--- src/xtea_pkg.sv ---
// Shared types, constants and the round mixing function of the XTEA block cipher.
`default_nettype none

package xtea_pkg;

  // Number of XTEA round pairs (two Feistel rounds each) applied to one block.
  localparam int unsigned ROUND_PAIRS = 32;

  // Round constant, kept in its negated form; the forward step is its two's complement.
  localparam logic [31:0] DELTA_NEG = 32'h61C8_8647;
  localparam logic [31:0] DELTA     = 32'h0 - DELTA_NEG;

  // Decryption starts from the sum that encryption ends with.
  localparam logic [63:0] DecProd   = 64'(ROUND_PAIRS) * {32'h0, DELTA};
  localparam logic [31:0] DEC_START = DecProd[31:0];

  // Configuration register file.
  localparam int unsigned KEY_WORDS = 4;
  localparam int unsigned CFG_IDX_W = 3;

  typedef enum logic [CFG_IDX_W-1:0] {
    REG_KEY0 = 3'd0,
    REG_KEY1 = 3'd1,
    REG_KEY2 = 3'd2,
    REG_KEY3 = 3'd3
  } cfg_reg_e;

  typedef logic [KEY_WORDS-1:0][31:0] key_t;

  // Input request and result payloads.
  typedef struct packed {
    logic        kind;
    logic [31:0] first_word;
    logic [31:0] second_word;
  } in_req_t;

  typedef struct packed {
    logic [31:0] first_result;
    logic [31:0] second_result;
  } out_rsp_t;

  // Data handed from one cell of the round chain to the next.
  typedef struct packed {
    logic        kind;
    logic [31:0] v0;
    logic [31:0] v1;
    logic [31:0] sum;
  } stage_t;

  // Shift-xor-add mixing applied to one half of the block.
  function automatic logic [31:0] mix(input logic [31:0] v);
    mix = ((v << 4) ^ (v >> 5)) + v;
  endfunction

endpackage

`default_nettype wire

--- src/xtea_key_regs.sv ---
// Key register file written through the configuration channel.
`default_nettype none

module xtea_key_regs (
  input  logic                           clk_i,
  input  logic                           rst_ni,
  input  logic                           cfg_valid_i,
  output logic                           cfg_ready_o,
  input  logic [xtea_pkg::CFG_IDX_W-1:0] cfg_index_i,
  input  logic [31:0]                    cfg_wdata_i,
  output xtea_pkg::key_t                 key_o
);
  import xtea_pkg::*;

  key_t key_q;
  key_t key_d;
  logic cfg_we;

  // Writes are always taken; an index past the key words is dropped.
  assign cfg_ready_o = 1'b1;
  assign cfg_we      = cfg_valid_i && cfg_ready_o;

  always_comb begin
    key_d = key_q;
    if (cfg_we) begin
      case (cfg_reg_e'(cfg_index_i))
        REG_KEY0: key_d[0] = cfg_wdata_i;
        REG_KEY1: key_d[1] = cfg_wdata_i;
        REG_KEY2: key_d[2] = cfg_wdata_i;
        REG_KEY3: key_d[3] = cfg_wdata_i;
        default:  key_d    = key_q;
      endcase
    end
  end

  always_ff @(posedge clk_i or negedge rst_ni) begin
    if (!rst_ni) begin
      key_q <= '0;
    end else begin
      key_q <= key_d;
    end
  end

  assign key_o = key_q;

  // A write to the first key word lands on the following cycle.
  a_key0_write: assert property (@(posedge clk_i) disable iff (!rst_ni)
    (cfg_we && cfg_index_i == REG_KEY0) |=> (key_q[0] == $past(cfg_wdata_i)))
    else $error("key word 0 not updated by its write request");

endmodule

`default_nettype wire

--- config.mk ---
export PLATFORM = sky130hd
export DESIGN_NAME = xtea_key_regs
export DESIGN_NICKNAME = d
export VERILOG_FILES = /design/src/xtea_pkg.sv /design/src/xtea_key_regs.sv
export SDC_FILE = /design/constraint.sdc
export NUM_CORES = 1
export LEC_CHECK = 0
export BUFFER_PORTS_ARGS = -buffer_cell sky130_fd_sc_hd__clkbuf_2
export CAP_MARGIN = 5
export CORE_ASPECT_RATIO = 1.5
export CORE_UTILIZATION = 28
export DETAILED_ROUTE_END_ITERATION = 8
export GPL_TIMING_DRIVEN = 0
export SLEW_MARGIN = 20
export SYNTH_ARGS = -nofsm -noshare
export SYNTH_HDL_FRONTEND = slang
export SYNTH_SLANG_ARGS = --single-unit
--- constraint.sdc ---
create_clock -name clk_i -period 1 [get_ports clk_i]
set_clock_uncertainty 0.15 [all_clocks]
set_input_delay 0.1 -clock clk_i [delete_from_list [all_inputs] [get_ports clk_i]]
set_output_delay 0.1 -clock clk_i [all_outputs]
set_load 0.01 [all_outputs]
[Word-level counts from Yosys, hierarchy flattened]
Cells that the tools add are included.
Storage, ports and cells
  bits in registers: 128
  bits of input ports: 38
  output and inout port bits: 129
  word-level logic and storage cells: 12
Cells by class
  equality and inequality tests: 3
  reduce and logical (&&, ||, !) cells: 5
Operator list (number)
  $reduce_and 2->1: 4
  $eq 3x2->1 const B: 2
  $eq 3x1->1 const B: 1
  $logic_not 3->1: 1

[Logic depth before layout (Yosys ltp)]
  depth after elaboration: 2
  gate-level depth with buffers: 4
  mapped depth without buffers: 2

[Worst setup path after synthesis]
OpenSTA, ideal clock, no wires.
  kind: input to register
  start point: input cfg_index_i[0] (netlist name)
  end point: register key_q (netlist bit key_o[0])
  library setup time: 0.125 ns
  arrival time: 1.023 ns
  required time: 0.725 ns
  path slack: -0.298 ns
  stages: 3
  path buffers: 1
  cells stage by stage: nor4b_4 buf_6 mux2_2
Between the ends
  cells in the longest elaborated chain, start to end: 2
Ends and longest elaborated chain
  start: declaration: line xtea_key_regs.sv:9  | input logic [xtea_pkg::CFG_IDX_W-1:0] cfg_index_i,
  $logic_not 3->1: line xtea_key_regs.sv:26  | case (cfg_reg_e'(cfg_index_i))
  $reduce_and 2->1 (no line)
  end signal: assignment: line xtea_key_regs.sv:40  | key_q <= key_d;
  end: declaration: line xtea_key_regs.sv:15  | key_t key_q;
Every way passes these cells.
A chain may end at the register's enable or synchronous reset.

[Worst setup path after layout]
  start point: register key_q (netlist bit key_o[52])
  end point: output key_o[52] (netlist name)
RTL lines
  end: declaration: line xtea_key_regs.sv:11  | output xtea_pkg::key_t key_o
No word-level cell between the ends.

==> flow_metrics.py <==
metrics = {
    "routing": {
        "firstDrtPassIters": 4,
        "drtIter0Drc": 78,
        "vias": 3502,
        "antenna_left": 0,
        "wl_per_cell_um": 17.5,
        "vias_per_cell": 4.31,
        "wl_um": 14200,
        "drcViolationCount": 0,
    },
    "clock_network": {
        "ctsRootBufferMaster": "clkbuf_16",
        "hold_buffers": 32,
        "clkSlewWorstSetupHoldPaths_ns": 0.06,
        "clockBufferDepth": 2,
        "cts_tree": "yes",
        "cts_buffers": 17,
        "htreeDepth": 4,
        "clock-sinks": 128,
        "worstSkewPairLatency_ns": 0.40,
    },
    "global_routing": {
        "grt_pass1_wl_um": 21000,
        "grt_max_degree": 75,
        "globalRouteOverflowTotal": 0,
        "grt_pass1_vias": 3758,
        "antenna_found_initial": 0,
        "gr-usage-all-layers_pct": 16.1,
    },
    "setup_path": {
        "cp.required_ns": 0.75,
        "crit_family": "flip-flops",
        "slowest_stage": "dfrtp_1",
        "crit_buf_inv": 1,
        "path_cells": "clkbuf_2",
        "slowest_delay_ns": 0.39,
        "path_depth": 1,
        "arrival_ns": 0.95,
        "rrSetupSlack_ns": -0.16,
        "worstRegToRegCells": 3,
        "r2r-end": "key_o[47]",
        "crit_type": "reg2out",
        "startpoint_type": "register",
        "crit_start": "key_o[52]",
        "r2r_start": "key_o[47]",
        "endpoint": "key_o[52]",
        "worstPathMaxFanout": 2,
        "endpoint_kind": "output pin",
    },
    "final_layout": {
        "diodes": 0,
        "layout-drive-gt1-share_pct": 72.4,
        "layout.cells.non_filler": 812,
        "area_growth_pct": 78.7,
        "largest_reg_flops": 128,
        "nets": 627,
    },
    "sta": {
        "fin_crit_ns": 1.20,
        "hold_violations": 128,
        "max_freq_mhz": 837,
        "fin_crit_sh_pct": 120,
        "setup_viol": 218,
        "slew_viol_final": 0,
        "rsz0062_at_grt": "yes",
        "whs_ns": -0.504,
        "setup_tns_ns": -28.52,
        "timing.final.ws_setup_ns": -0.195,
    },
    "placement": {
        "dp.final_hpwl_um": 8310,
        "portBuffers": 165,
        "gp_congestion": 0.689,
        "place_inst": 652,
    },
    "die": {
        "die_w_um": 109,
        "die_y_um": 163,
        "io_pins": 167,
        "die_area_um2": 17800,
        "initial_core_util_pct": 28.7,
        "core_um2": 16800,
        "rows": 58,
    },
    "synth": {
        "ys_seq_area_share_pct": 66.3,
        "yosys_warnings": 0,
        "synth_seq_cells": 128,
        "avgSynthCellArea_um2": 17.5,
        "syn-num-nets": 314,
        "netlist_instances": 276,
        "synth_area_um2": 4830,
        "synth_cell_types": 10,
    },
    "power": {
        "p_leak_nw": 4.27,
        "p_per_area_nw_per_um2": 2210,
        "irDropWorstVdd_mv": 1.35,
    },
    "job": {
        "cap_violations": 0,
    },
    "min_path": {
        "hp-class": "in2async",
    },
    "run_status": {
        "violations": "negative hold slack, negative setup slack",
        "status": "finished, violations left",
    },
}
routing by layer:
layer	GRT usage [%]	part of all wire [%]
met1	17.2	39
met5	0	0
met2	29.4	56
met3	4.08	4.0
met4	6.79	1.3
how the worst min path moves through the flow:
| stage | slack (ns) | start | cells after the start | endpoint |
|---|---|---|---|---|
| global placement | 0.21 | cfg_wdata_i[30] | 2 | key_o[62] |
| global route | -0.48 | rst_ni | 1 | key_o[77] |
| detailed placement | -0.06 | rst_ni | 1 | key_o[45] |
| CTS | -0.51 | rst_ni | 1 | key_o[77] |
| floorplan | -0.35 | rst_ni | 0 | key_o[0] |
| finish | -0.50 | rst_ni | 1 | key_o[77] |
final cells by class:
| class | instances | area (µm²) |
|---|---|---|
| clock buffer | 21 | 440 |
| sequential | 128 | 3200 |
| buffer | 13 | 204 |
| timing repair buffer | 296 | 2440 |
| multi-input combinational | 133 | 1900 |
| tap | 210 | 263 |
| clock inverter | 11 | 188 |
| fill | 1409 | 8200 |
synthesized netlist by cell type, drive strengths merged:
cell type / instances / area, µm²
buf: 15 / 134
nor4b: 1 / 23.8
nor4bb: 2 / 20.0
conb: 1 / 3.75
nand4b: 1 / 8.76
dfrtp: 128 / 3200
mux2: 128 / 1440
layout by cell type (no fill, tap or decap):
cell type        n
nor4bb_4         2
clkbuf_8         1
clkbuf_1         4
buf_16           7
nand4b_1         1
clkbuf_16       17
clkinv_2         3
clkinvlp_4       3
clkbuf_2       130
mux2_4         100
buf_8            5
buf_4           63
mux2_2          28
buf_6           49
conb_1           1
dfrtp_1        128
dlygate4sd3_1   32
bufinv_16        5
nor4b_4          1
buf_2            5
buf_12          17
through the flow:
step	worst slack (ns)	hold WS (ns)	power [mW]	area [µm²]	util, %
3_5_place_dp	-0.687	-0.0628	10.6	6150	36.5
3_3_place_gp	-2.23	0.211	10.5	6110	36.3
2_1_floorplan	-0.298	-0.346	8.82	5020	-
4_1_cts	-0.218	-0.505	18.4	8160	48.5
5_1_grt	-0.236	-0.484	19.9	8640	51.3
6_report	-0.195	-0.504	19.1	8640	51.3
logic make-up (layout without fill, tap and decap cells):
group | Yosys count | in the layout | share of synthesized area, %
multiplexers | 128 | 128 | 29.8
buffers and inverters | 15 | 341 | 2.77
AND/OR/NAND/NOR | 4 | 4 | 1.09
flip-flops | 128 | 128 | 66.3
other | 1 | 1 | 0.0776
power breakdown:
part,switching (mW),total [mW],internal (mW)
clock network,2.22,6.63,4.41
logic,1.93,5.37,3.44
registers,0.726,7.06,6.33
what timing repair did:
item	CTS	global route
endpoints found under the hold margin	256	72
buffers inserted	55	44
resized for setup	83	95
endpoints found under the setup margin	250	226
pin swaps	3	3
gates cloned	9	0
worst reg2reg max path: cells and delay by family, from the launching register on:
kind     cells  cell delay [ns]
flops        1             0.39
mux          1             0.25
buf+inv      2             0.26
Power figures use the tool's default switching activity.
