### src/xtea_pkg.sv
// Shared types, constants and the round mixing function of the XTEA block cipher.
`default_nettype none

package xtea_pkg;

  // Number of XTEA round pairs (two Feistel rounds each) applied to one block.
  localparam int unsigned ROUND_PAIRS = 32;

  // Round constant, kept in its negated form; the forward step is its two's complement.
  localparam logic [31:0] DELTA_NEG = 32'h61C8_8647;
  localparam logic [31:0] DELTA     = 32'h0 - DELTA_NEG;

  // Decryption starts from the sum that encryption ends with.
  localparam logic [63:0] DecProd   = 64'(ROUND_PAIRS) * {32'h0, DELTA};
  localparam logic [31:0] DEC_START = DecProd[31:0];

  // Configuration register file.
  localparam int unsigned KEY_WORDS = 4;
  localparam int unsigned CFG_IDX_W = 3;

  typedef enum logic [CFG_IDX_W-1:0] {
    REG_KEY0 = 3'd0,
    REG_KEY1 = 3'd1,
    REG_KEY2 = 3'd2,
    REG_KEY3 = 3'd3
  } cfg_reg_e;

  typedef logic [KEY_WORDS-1:0][31:0] key_t;

  // Input request and result payloads.
  typedef struct packed {
    logic        kind;
    logic [31:0] first_word;
    logic [31:0] second_word;
  } in_req_t;

  typedef struct packed {
    logic [31:0] first_result;
    logic [31:0] second_result;
  } out_rsp_t;

  // Data handed from one cell of the round chain to the next.
  typedef struct packed {
    logic        kind;
    logic [31:0] v0;
    logic [31:0] v1;
    logic [31:0] sum;
  } stage_t;

  // Shift-xor-add mixing applied to one half of the block.
  function automatic logic [31:0] mix(input logic [31:0] v);
    mix = ((v << 4) ^ (v >> 5)) + v;
  endfunction

endpackage

`default_nettype wire

### src/xtea_cell.sv
// One XTEA cycle of the round chain: two Feistel half-rounds, each behind its own register.
`default_nettype none

module xtea_cell (
  input  logic             clk_i,
  input  logic             rst_ni,
  input  logic             en_i,
  input  xtea_pkg::key_t   key_i,
  input  logic             valid_i,
  input  xtea_pkg::stage_t data_i,
  output logic             valid_o,
  output xtea_pkg::stage_t data_o
);
  import xtea_pkg::*;

  stage_t mid_q, mid_d;
  stage_t out_q, out_d;
  logic   mid_valid_q;
  logic   out_valid_q;

  logic [31:0] src_a, round_key_a, term_a;
  logic [1:0]  kidx_a;
  logic [31:0] src_b, round_key_b, term_b;
  logic [1:0]  kidx_b;

  // First half: encrypt updates v0 from v1, decrypt peels v1 off using v0.
  always_comb begin
    src_a       = data_i.kind ? data_i.v0 : data_i.v1;
    kidx_a      = data_i.kind ? data_i.sum[12:11] : data_i.sum[1:0];
    round_key_a = data_i.sum + key_i[kidx_a];
    term_a      = mix(src_a) ^ round_key_a;
    mid_d       = data_i;
    if (data_i.kind) begin
      mid_d.v1  = data_i.v1 - term_a;
      mid_d.sum = data_i.sum + DELTA_NEG;
    end else begin
      mid_d.v0  = data_i.v0 + term_a;
      mid_d.sum = data_i.sum - DELTA_NEG;
    end
  end

  // Second half uses the stepped sum and the other word.
  always_comb begin
    src_b       = mid_q.kind ? mid_q.v1 : mid_q.v0;
    kidx_b      = mid_q.kind ? mid_q.sum[1:0] : mid_q.sum[12:11];
    round_key_b = mid_q.sum + key_i[kidx_b];
    term_b      = mix(src_b) ^ round_key_b;
    out_d       = mid_q;
    if (mid_q.kind) begin
      out_d.v0 = mid_q.v0 - term_b;
    end else begin
      out_d.v1 = mid_q.v1 + term_b;
    end
  end

  // Valid flags follow the data; the whole chain moves only when enabled.
  always_ff @(posedge clk_i or negedge rst_ni) begin
    if (!rst_ni) begin
      mid_valid_q <= 1'b0;
      out_valid_q <= 1'b0;
    end else if (en_i) begin
      mid_valid_q <= valid_i;
      out_valid_q <= mid_valid_q;
    end
  end

  // Payload registers carry no reset.
  always_ff @(posedge clk_i) begin
    if (en_i) begin
      mid_q <= mid_d;
      out_q <= out_d;
    end
  end

  assign valid_o = out_valid_q;
  assign data_o  = out_q;

  // A request entering the cell reaches its middle register at the next edge.
  a_enter: assert property (@(posedge clk_i) disable iff (!rst_ni)
    (en_i && valid_i) |=> mid_valid_q)
    else $error("request lost entering cell");

  // Without enable the cell keeps its occupancy.
  a_hold: assert property (@(posedge clk_i) disable iff (!rst_ni)
    !en_i |=> ($stable(mid_valid_q) && $stable(out_valid_q)))
    else $error("cell occupancy changed while stalled");

endmodule

`default_nettype wire

### config.mk
export PLATFORM = sky130hd
export DESIGN_NAME = xtea_cell
export DESIGN_NICKNAME = d
export VERILOG_FILES = /design/src/xtea_pkg.sv /design/src/xtea_cell.sv
export SDC_FILE = /design/constraint.sdc
export NUM_CORES = 1
export LEC_CHECK = 0
export BUFFER_PORTS_ARGS = -buffer_cell sky130_fd_sc_hd__buf_4
export CAP_MARGIN = 20
export CORE_ASPECT_RATIO = 1.1
export CORE_MARGIN = 5
export CORE_UTILIZATION = 39
export DETAILED_ROUTE_END_ITERATION = 6
export PLACE_DENSITY_LB_ADDON = 0.1
export SLEW_MARGIN = 30
export SYNTH_ARGS = -nofsm -noshare
export SYNTH_HDL_FRONTEND = slang
export SYNTH_SLANG_ARGS = --single-unit
### constraint.sdc
create_clock -name clk_i -period 7.68 [get_ports clk_i]
set_input_delay 1.536 -clock clk_i [delete_from_list [all_inputs] [get_ports clk_i]]
set_output_delay 1.536 -clock clk_i [all_outputs]
set_load 0.1 [all_outputs]
Yosys cells after proc, flatten, opt, wreduce, memory -nomap -nowiden:

Cells that the tools add are included.

* bits in registers: 196
* input port bits: 229
* output and inout port bits: 98
* logic and storage cells: 39

* $add $sub $neg: 10
* magnitude comparators: 2
* multiplexer cells: 13
* bitwise logic cells: 4

Operators by type and width (count)
* $mux W32: 9
* $add A32 B32 Y32: 6
* $bmux W32 S2: 2
* $sub A32 B32 Y32: 2
* $xor A32 B27 Y32: 2
* $xor A32 B32 Y32: 2
* $add A32 B31 Y32 const B: 1
* $sub A32 B31 Y32 const B: 1
* $lt A2 B3 Y1 const B: 2
* $mux W2: 2

Longest topological paths before layout:

Gate-level depths: netlist of the first run.

* depth after elaboration: 7
* mapped depth: 29
* depth with buffers taken out: 26

Worst setup path after synthesis of the first run:

OpenSTA, ideal clock, no wires.

* path kind: input to register
* start: input port data_i[96] in the netlist's numbering
* end: register mid_q[63] in the netlist's numbering, data pin
* library setup time: 263 ps
* arrival time: 7091 ps
* required time: 7417 ps
* slack: 326 ps
* stages on the path: 26
* path buffers: 2
* path through: buf_6 > mux2i_4 > buf_1 > mux4_2 > ha_1 > fa_1 > nand3_1 > nand2_1 > a21oi_2 > o211ai_2 > a2111oi_0 > nor3_1 > xnor2_1 > xor2_1 > inv_1 > ha_1 > a21o_1 > a21o_1 > a21o_1 > a21oi_1 > o21a_1 > o31ai_1 > a41o_1 > or2_2 > mux2i_1 > xor2_1

RTL lines
* start, declared: line xtea_cell.sv:10 `input xtea_pkg::stage_t data_i,`
* end signal, assigned: line xtea_cell.sv:70 `mid_q <= mid_d;`
* end, declared: line xtea_cell.sv:16 `stage_t mid_q, mid_d;`

==> flow_summary.toml, run 1 <==
[timing]
timing_worst_slew_pin_value_ns = 1.07
post_route_clock_period_utilization_pct = 92.6
hold_violation_count_in_the_final_report = 0
final.setup.tns_ns = 0
final-max-slew-violation-count = 0
clock.fmax_ghz = 0.141
finalClockSkew_ns = 0.0181
hold_slack_ns = 0.454
headroom_to_the_max_slew_limit_pct = 27.8
layout_min_cycle_time_ns = 7.11
timing.final.setup_violations = 0
grt_setup_unrepaired = "false"

[floorplan]
die_area_sq_um = 67700
placeableCoreArea_sq_um = 62200
dieWidth_um = 249
vertical_die_dimension_um = 272
fp-row-count = 96
initial_utilization_pct = 39.2
io-pin-count = 327

[clocking]
cts_max_level = 4
holdBufCountCts = 0
cts_tree = "built"
postCtsResizedCells = 0
worst_setup_hold_path_clk_slew_ns = 0.09
cts_buffer_depth = 2
cts_inserted_buffers = 17
clkSinkCount = 196
clkLatencyLatePin_ns = 0.48
clock-root-buffer = "sky130_fd_sc_hd__clkbuf_16"
cts_post_setup_buffers_inserted = 0

[global_routing]
grt_usage_pct = 25.5
grt_antenna_before_repair = 3
grt_residual_overflow = 0
grt_start_max_net_pins = 120
grt_pass1_vias = 21855
first_pass_grt_wire_length_um = 132000

[detailed_routing]
detailedRoute.firstIterationViolations = 1522
vias = 21940
firstDrtPassIters = 5
drtAntennaViolNets = 0
detail_route.wirelength_um = 90200
route.detailed.wl_per_inst_um = 23.1
avgViaCountPerCell = 5.62
drc = 0

[logic_synthesis]
yosys_warnings = 0
synthFlopType = "sky130_fd_sc_hd__edfxtp_1"
synth_top_cell_by_area = "sky130_fd_sc_hd__edfxtp_1"
netlist_instances = 2678
synth_edf_count = 194
postSynthRegisterBits = 196
synth.avg_cell_area_sq_um = 9.11
synth_area_leaders = "sky130_fd_sc_hd__edfxtp_1 (24%), sky130_fd_sc_hd__ha_1 (15%), sky130_fd_sc_hd__xnor2_1 (8.8%)"
synth.distinct_cells = 106
netlist.area_leader.share_pct = 23.9
synth_async_sr_flop_share_pct = 1.02
post_synthesis_sequential_area_ratio_pct = 24.1
synthesis.nets = 3212
mappedNetlistArea_sq_um = 24400

[worst_setup_path]
critPathBufInv = 3
ff2ff_path_depth = 24
cp_data_required_time_ns = 7.93
cp_max_fo = 13
endpoint_kind = "register"
worst_ep_arrival_time_ns = 7.36
cp_slowest_stage_delay_ns = 0.54
cp-startpoint = "data_i[96]"
worst_path_max_delay_cell = "sky130_fd_sc_hd__mux4_2"
critPathTopFamily = "compound AO/OA/AOI/OAI gates"
crit_path_class = "in2reg"
worst_setup_path_start_kind = "input pin"
timing.rr.start = "mid_q[96]"
critical_path_depth = 26
path_common_cell = "sky130_fd_sc_hd__a21o_1"

[cells_and_area]
final_core_utilization_pct = 46.7
finish.net_count = 3592
layout.cells.most_common = "sky130_fd_sc_hd__buf_4"
drive_gt1_share_pct = 18.8
area_growth_pct = 18.9
fillCellCount = 6103
mostFrequentLayoutCells = "sky130_fd_sc_hd__buf_4 (412), sky130_fd_sc_hd__ha_1 (296), sky130_fd_sc_hd__a21oi_1 (248)"
layout.cell_area.non_filler_sq_um = 29000

[placed_design]
hpwlAfterDp_um = 77300
post_dp_cell_area_sq_um = 28400
place.port_buffers = 326
place.gp.congestion = 0.971

[min_path]
worstHoldStart = "mid_q[23]"
min_path_cells = 0
timing.hold.worst.class = "reg2reg"

[flow_run]
max_cap_violations = 0

[outcome]
outcome = "finished clean"
## final timing paths
| path | end | slack (ns) |
|---|---|---|
| worst max-delay path | mid_q[63] | 0.57 |
| worst min-delay path | data_o[23] | 0.45 |
| worst max register to register | data_o[63] | 0.85 |
| worst min register to register | data_o[23] | 0.45 |
| max in group asynchronous | mid_valid_q | 6.78 |
| min in group asynchronous | valid_o | 0.82 |
## worst register-to-register path, delay by kind of cell (launching register included)
kind,cells,cell delay (ns)
AO/OA/AOI/OAI,8,1.89
AND/OR/NAND/NOR,7,1.18
multiplexers,2,1.02
adder cells (fa/ha/maj),2,0.75
buffers and inverters,2,0.65
XOR/XNOR,3,0.57
flip-flops,1,0.56
## sequential cells by signal, indices dropped and copies added (netlist names)
register and cells:
data_o 97, mid_q 97, mid_valid_q 1, valid_o 1
## synth_stat cells, types with 5 or more instances
cell                        count
sky130_fd_sc_hd__ha_1         296
sky130_fd_sc_hd__a21oi_1      248
sky130_fd_sc_hd__xnor2_1      244
sky130_fd_sc_hd__nand2_1      209
sky130_fd_sc_hd__edfxtp_1     194
sky130_fd_sc_hd__o21ai_0      185
sky130_fd_sc_hd__a21o_1       165
sky130_fd_sc_hd__inv_1        150
sky130_fd_sc_hd__xor2_1       119
sky130_fd_sc_hd__nor2_1       117
sky130_fd_sc_hd__mux4_2        64
sky130_fd_sc_hd__nor2b_1       59
sky130_fd_sc_hd__nand3_1       52
sky130_fd_sc_hd__nand2b_1      43
sky130_fd_sc_hd__nor3_1        43
sky130_fd_sc_hd__o21bai_1      39
sky130_fd_sc_hd__clkbuf_1      36
sky130_fd_sc_hd__o21a_1        32
sky130_fd_sc_hd__a211oi_1      29
sky130_fd_sc_hd__and3_1        26
sky130_fd_sc_hd__nand4_1       25
sky130_fd_sc_hd__a31oi_1       20
sky130_fd_sc_hd__or3_1         19
sky130_fd_sc_hd__and2_1        15
sky130_fd_sc_hd__buf_1         14
sky130_fd_sc_hd__o211ai_1      14
sky130_fd_sc_hd__a21boi_0      11
sky130_fd_sc_hd__o31ai_1       11
sky130_fd_sc_hd__a31o_2        10
sky130_fd_sc_hd__mux2i_1       10
sky130_fd_sc_hd__fa_1           9
sky130_fd_sc_hd__o21ai_1        8
sky130_fd_sc_hd__a21oi_2        6
sky130_fd_sc_hd__and4_1         6
sky130_fd_sc_hd__o31a_1         6
sky130_fd_sc_hd__o41ai_1        6
sky130_fd_sc_hd__or4_1          6
sky130_fd_sc_hd__a2111oi_0      5
sky130_fd_sc_hd__a211o_1        5
sky130_fd_sc_hd__or2_2          5
## per-layer routing
metal	up-vias	track usage [%]	routed length (um)
li1	10743	-	-
met1	10508	35.6	41600
met2	604	42.0	41800
met3	83	3.51	4960
met4	2	6.38	1790
met5	-	0	13
## cell type report
type                            count  area [sq um]  share of cell area [%]
Tap cell                          833          1040                    3.59
Timing Repair Buffer              417          3190                    11.0
Multi-Input combinational cell   2275         17700                    61.1
Clock inverter                     15           185                   0.638
Antenna cell                        3          7.51                  0.0259
Inverter                          151           567                    1.95
Clock buffer                       17           425                    1.47
Sequential cell                   196          5880                    20.2
## metrics by stage
stage,instances,setup slack (ns)
floorplan,2678,0.326
global placement,3872,0.0891
detailed placement,3872,0.0218
CTS,3904,0.548
global route,3906,0.0803
finish,3907,0.565
## logic make-up (layout without fill, tap and decap cells)
group | Yosys count | in the layout | synth area share (%)
AOI/OAI and AO/OA | 873 | 873 | 23.4
xor gates and xnor gates | 369 | 369 | 13.5
adders and majority gates | 305 | 305 | 15.9
buffers and inverters | 207 | 600 | 3.35
DFF | 196 | 196 | 24.1
muxes | 79 | 79 | 6.64
other | 0 | 3 | 0
and+or+nand+nor | 649 | 649 | 13.1
Power of run 1 is left out: the tool's default activity adds up to more than one toggle a clock period on the data nets, which glitch-free logic cannot reach.
==> inputs of run 2 (changes only) <==
--- a/config.mk
+++ b/config.mk
@@ -12,6 +12,7 @@
 export CORE_UTILIZATION = 39
 export DETAILED_ROUTE_END_ITERATION = 6
 export PLACE_DENSITY_LB_ADDON = 0.1
+export REMOVE_ABC_BUFFERS = 1
 export SLEW_MARGIN = 30
 export SYNTH_ARGS = -nofsm -noshare
 export SYNTH_HDL_FRONTEND = slang
==> run 2 against run 1 <==
Net effect: register-to-register slack better by 0.03 ns; final area is 1.2% higher; non-clock buffer count is 39 higher; sequential share of layout area is 0.23 points lower; global-route usage hardly changed; clock-buffer cell count stayed put; clock skew is 0.0023 ns higher; core utilization is 0.55 points higher; critical path type unchanged; critical endpoint is now mid_q[94]; highest routed layer unchanged.
==> flow_summary.toml, run 2 (same netlist as run 1, synthesis figures left out) <==
[clocking]
clkLatencyLatePin_ns = 0.52
cts_max_level = 4
cts_post_setup_buffers_inserted = 0
cts_buffer_depth = 2
postCtsResizedCells = 0
clock-root-buffer = "sky130_fd_sc_hd__clkbuf_16"
worst_setup_hold_path_clk_slew_ns = 0.09
clkSinkCount = 196
holdBufCountCts = 0
cts_tree = "built"
cts_inserted_buffers = 17

[worst_setup_path]
cp_data_required_time_ns = 7.94
crit_path_class = "in2reg"
worst_ep_arrival_time_ns = 7.45
cp_max_fo = 5
worst_setup_path_start_kind = "input pin"
endpoint_kind = "register"

[timing]
timing_worst_slew_pin_value_ns = 0.846
timing.final.setup_violations = 0
layout_min_cycle_time_ns = 7.19
hold_violation_count_in_the_final_report = 0
hold_slack_ns = 0.488
headroom_to_the_max_slew_limit_pct = 43.6
grt_setup_unrepaired = "false"
final-max-slew-violation-count = 0
post_route_clock_period_utilization_pct = 93.6
clock.fmax_ghz = 0.139
finalClockSkew_ns = 0.0205

[cells_and_area]
mostFrequentLayoutCells = "sky130_fd_sc_hd__buf_4 (451), sky130_fd_sc_hd__ha_1 (296), sky130_fd_sc_hd__a21oi_1 (248)"
layout.cells.most_common = "sky130_fd_sc_hd__buf_4"
finish.net_count = 3631
drive_gt1_share_pct = 19.8
final_core_utilization_pct = 47.2
layout.cell_area.non_filler_sq_um = 29400
layoutNonFillerInstCount = 3947
area_growth_pct = 20.3

[floorplan]
initial_utilization_pct = 39.2
dieWidth_um = 249
fp-row-count = 96
vertical_die_dimension_um = 272
io-pin-count = 327
die_area_sq_um = 67700
placeableCoreArea_sq_um = 62200

[flow_run]
max_cap_violations = 0

[detailed_routing]
drtAntennaViolNets = 0
route.detailed.wl_per_inst_um = 22.6
detail_route.wirelength_um = 89100
detailedRoute.firstIterationViolations = 1440
avgViaCountPerCell = 5.56
firstDrtPassIters = 5
drc = 0
vias = 21965

[global_routing]
grt_usage_pct = 25.4
grt_start_max_net_pins = 111
grt_pass1_vias = 22382
grt_antenna_before_repair = 7
grt_residual_overflow = 0
first_pass_grt_wire_length_um = 132000

[placed_design]
post_dp_cell_area_sq_um = 28700
hpwlAfterDp_um = 76400
place.port_buffers = 326
place.gp.congestion = 0.954
placedCellCount = 3911

[min_path]
timing.hold.worst.class = "reg2reg"

[outcome]
outcome = "finished clean"
[run 2: area by class of cell]
type / instances / area [sq um]
diodes: 4 / 10.0
flip-flops and latches: 196 / 5880
clock buffers: 17 / 425
inverters: 151 / 567
repair buffers: 456 / 3480
multi-input cells: 2275 / 17700
fillers: 6064 / 32900
clock inverters: 15 / 230
well taps: 833 / 1040
[run 2: critical path: stages]
cell                        delay (ns)
sky130_fd_sc_hd__buf_4            0.16
sky130_fd_sc_hd__mux2i_4          0.36
sky130_fd_sc_hd__mux4_2           0.54
sky130_fd_sc_hd__ha_1             0.24
sky130_fd_sc_hd__fa_1             0.45
sky130_fd_sc_hd__nand3_1          0.11
sky130_fd_sc_hd__nand2_1          0.12
sky130_fd_sc_hd__a21oi_2          0.25
sky130_fd_sc_hd__o211ai_2         0.14
sky130_fd_sc_hd__a2111oi_0        0.63
sky130_fd_sc_hd__nor3_1           0.26
sky130_fd_sc_hd__a21o_1           0.23
sky130_fd_sc_hd__a21oi_1          0.19
sky130_fd_sc_hd__xnor2_1          0.22
sky130_fd_sc_hd__xnor2_1          0.14
sky130_fd_sc_hd__ha_1             0.38
sky130_fd_sc_hd__inv_1            0.08
sky130_fd_sc_hd__o21bai_1         0.13
sky130_fd_sc_hd__a21o_1           0.17
sky130_fd_sc_hd__or3_1            0.12
sky130_fd_sc_hd__a211oi_1         0.04
sky130_fd_sc_hd__buf_4            0.16
sky130_fd_sc_hd__o41ai_1          0.54
sky130_fd_sc_hd__xnor2_1          0.17
sky130_fd_sc_hd__o21ai_0          0.08
[run 2: path summary, 6_finish.rpt]
path	from	end	slack, ns	cells after the start
max	data_i[96]	mid_q[94]	0.49	25
min	mid_q[18]	data_o[18]	0.49	0
max reg2reg	mid_q[96]	data_o[94]	0.88	26
min reg2reg	mid_q[18]	data_o[18]	0.49	0
max in group asynchronous	rst_ni	valid_o	6.81	1
min in group asynchronous	rst_ni	mid_valid_q	0.79	1
[run 2: through the flow]
step / setup TNS [ns] / setup slack [ns]
after floorplan: -28.40 / -1.30
after global placement: 0 / 0.0206
after detailed placement: 0 / 0.00907
after CTS: 0 / 0.558
after global routing: 0 / 0.134
final: 0 / 0.490
[run 2: metal layers]
layer	up-vias	wire length, um	track usage [%]
met5	-	44	0
met4	8	2210	7.22
met1	10460	41900	35.3
met2	556	40600	41.4
met3	104	4350	3.98
li1	10837	-	-
Power of run 2 is left out for the same reason.
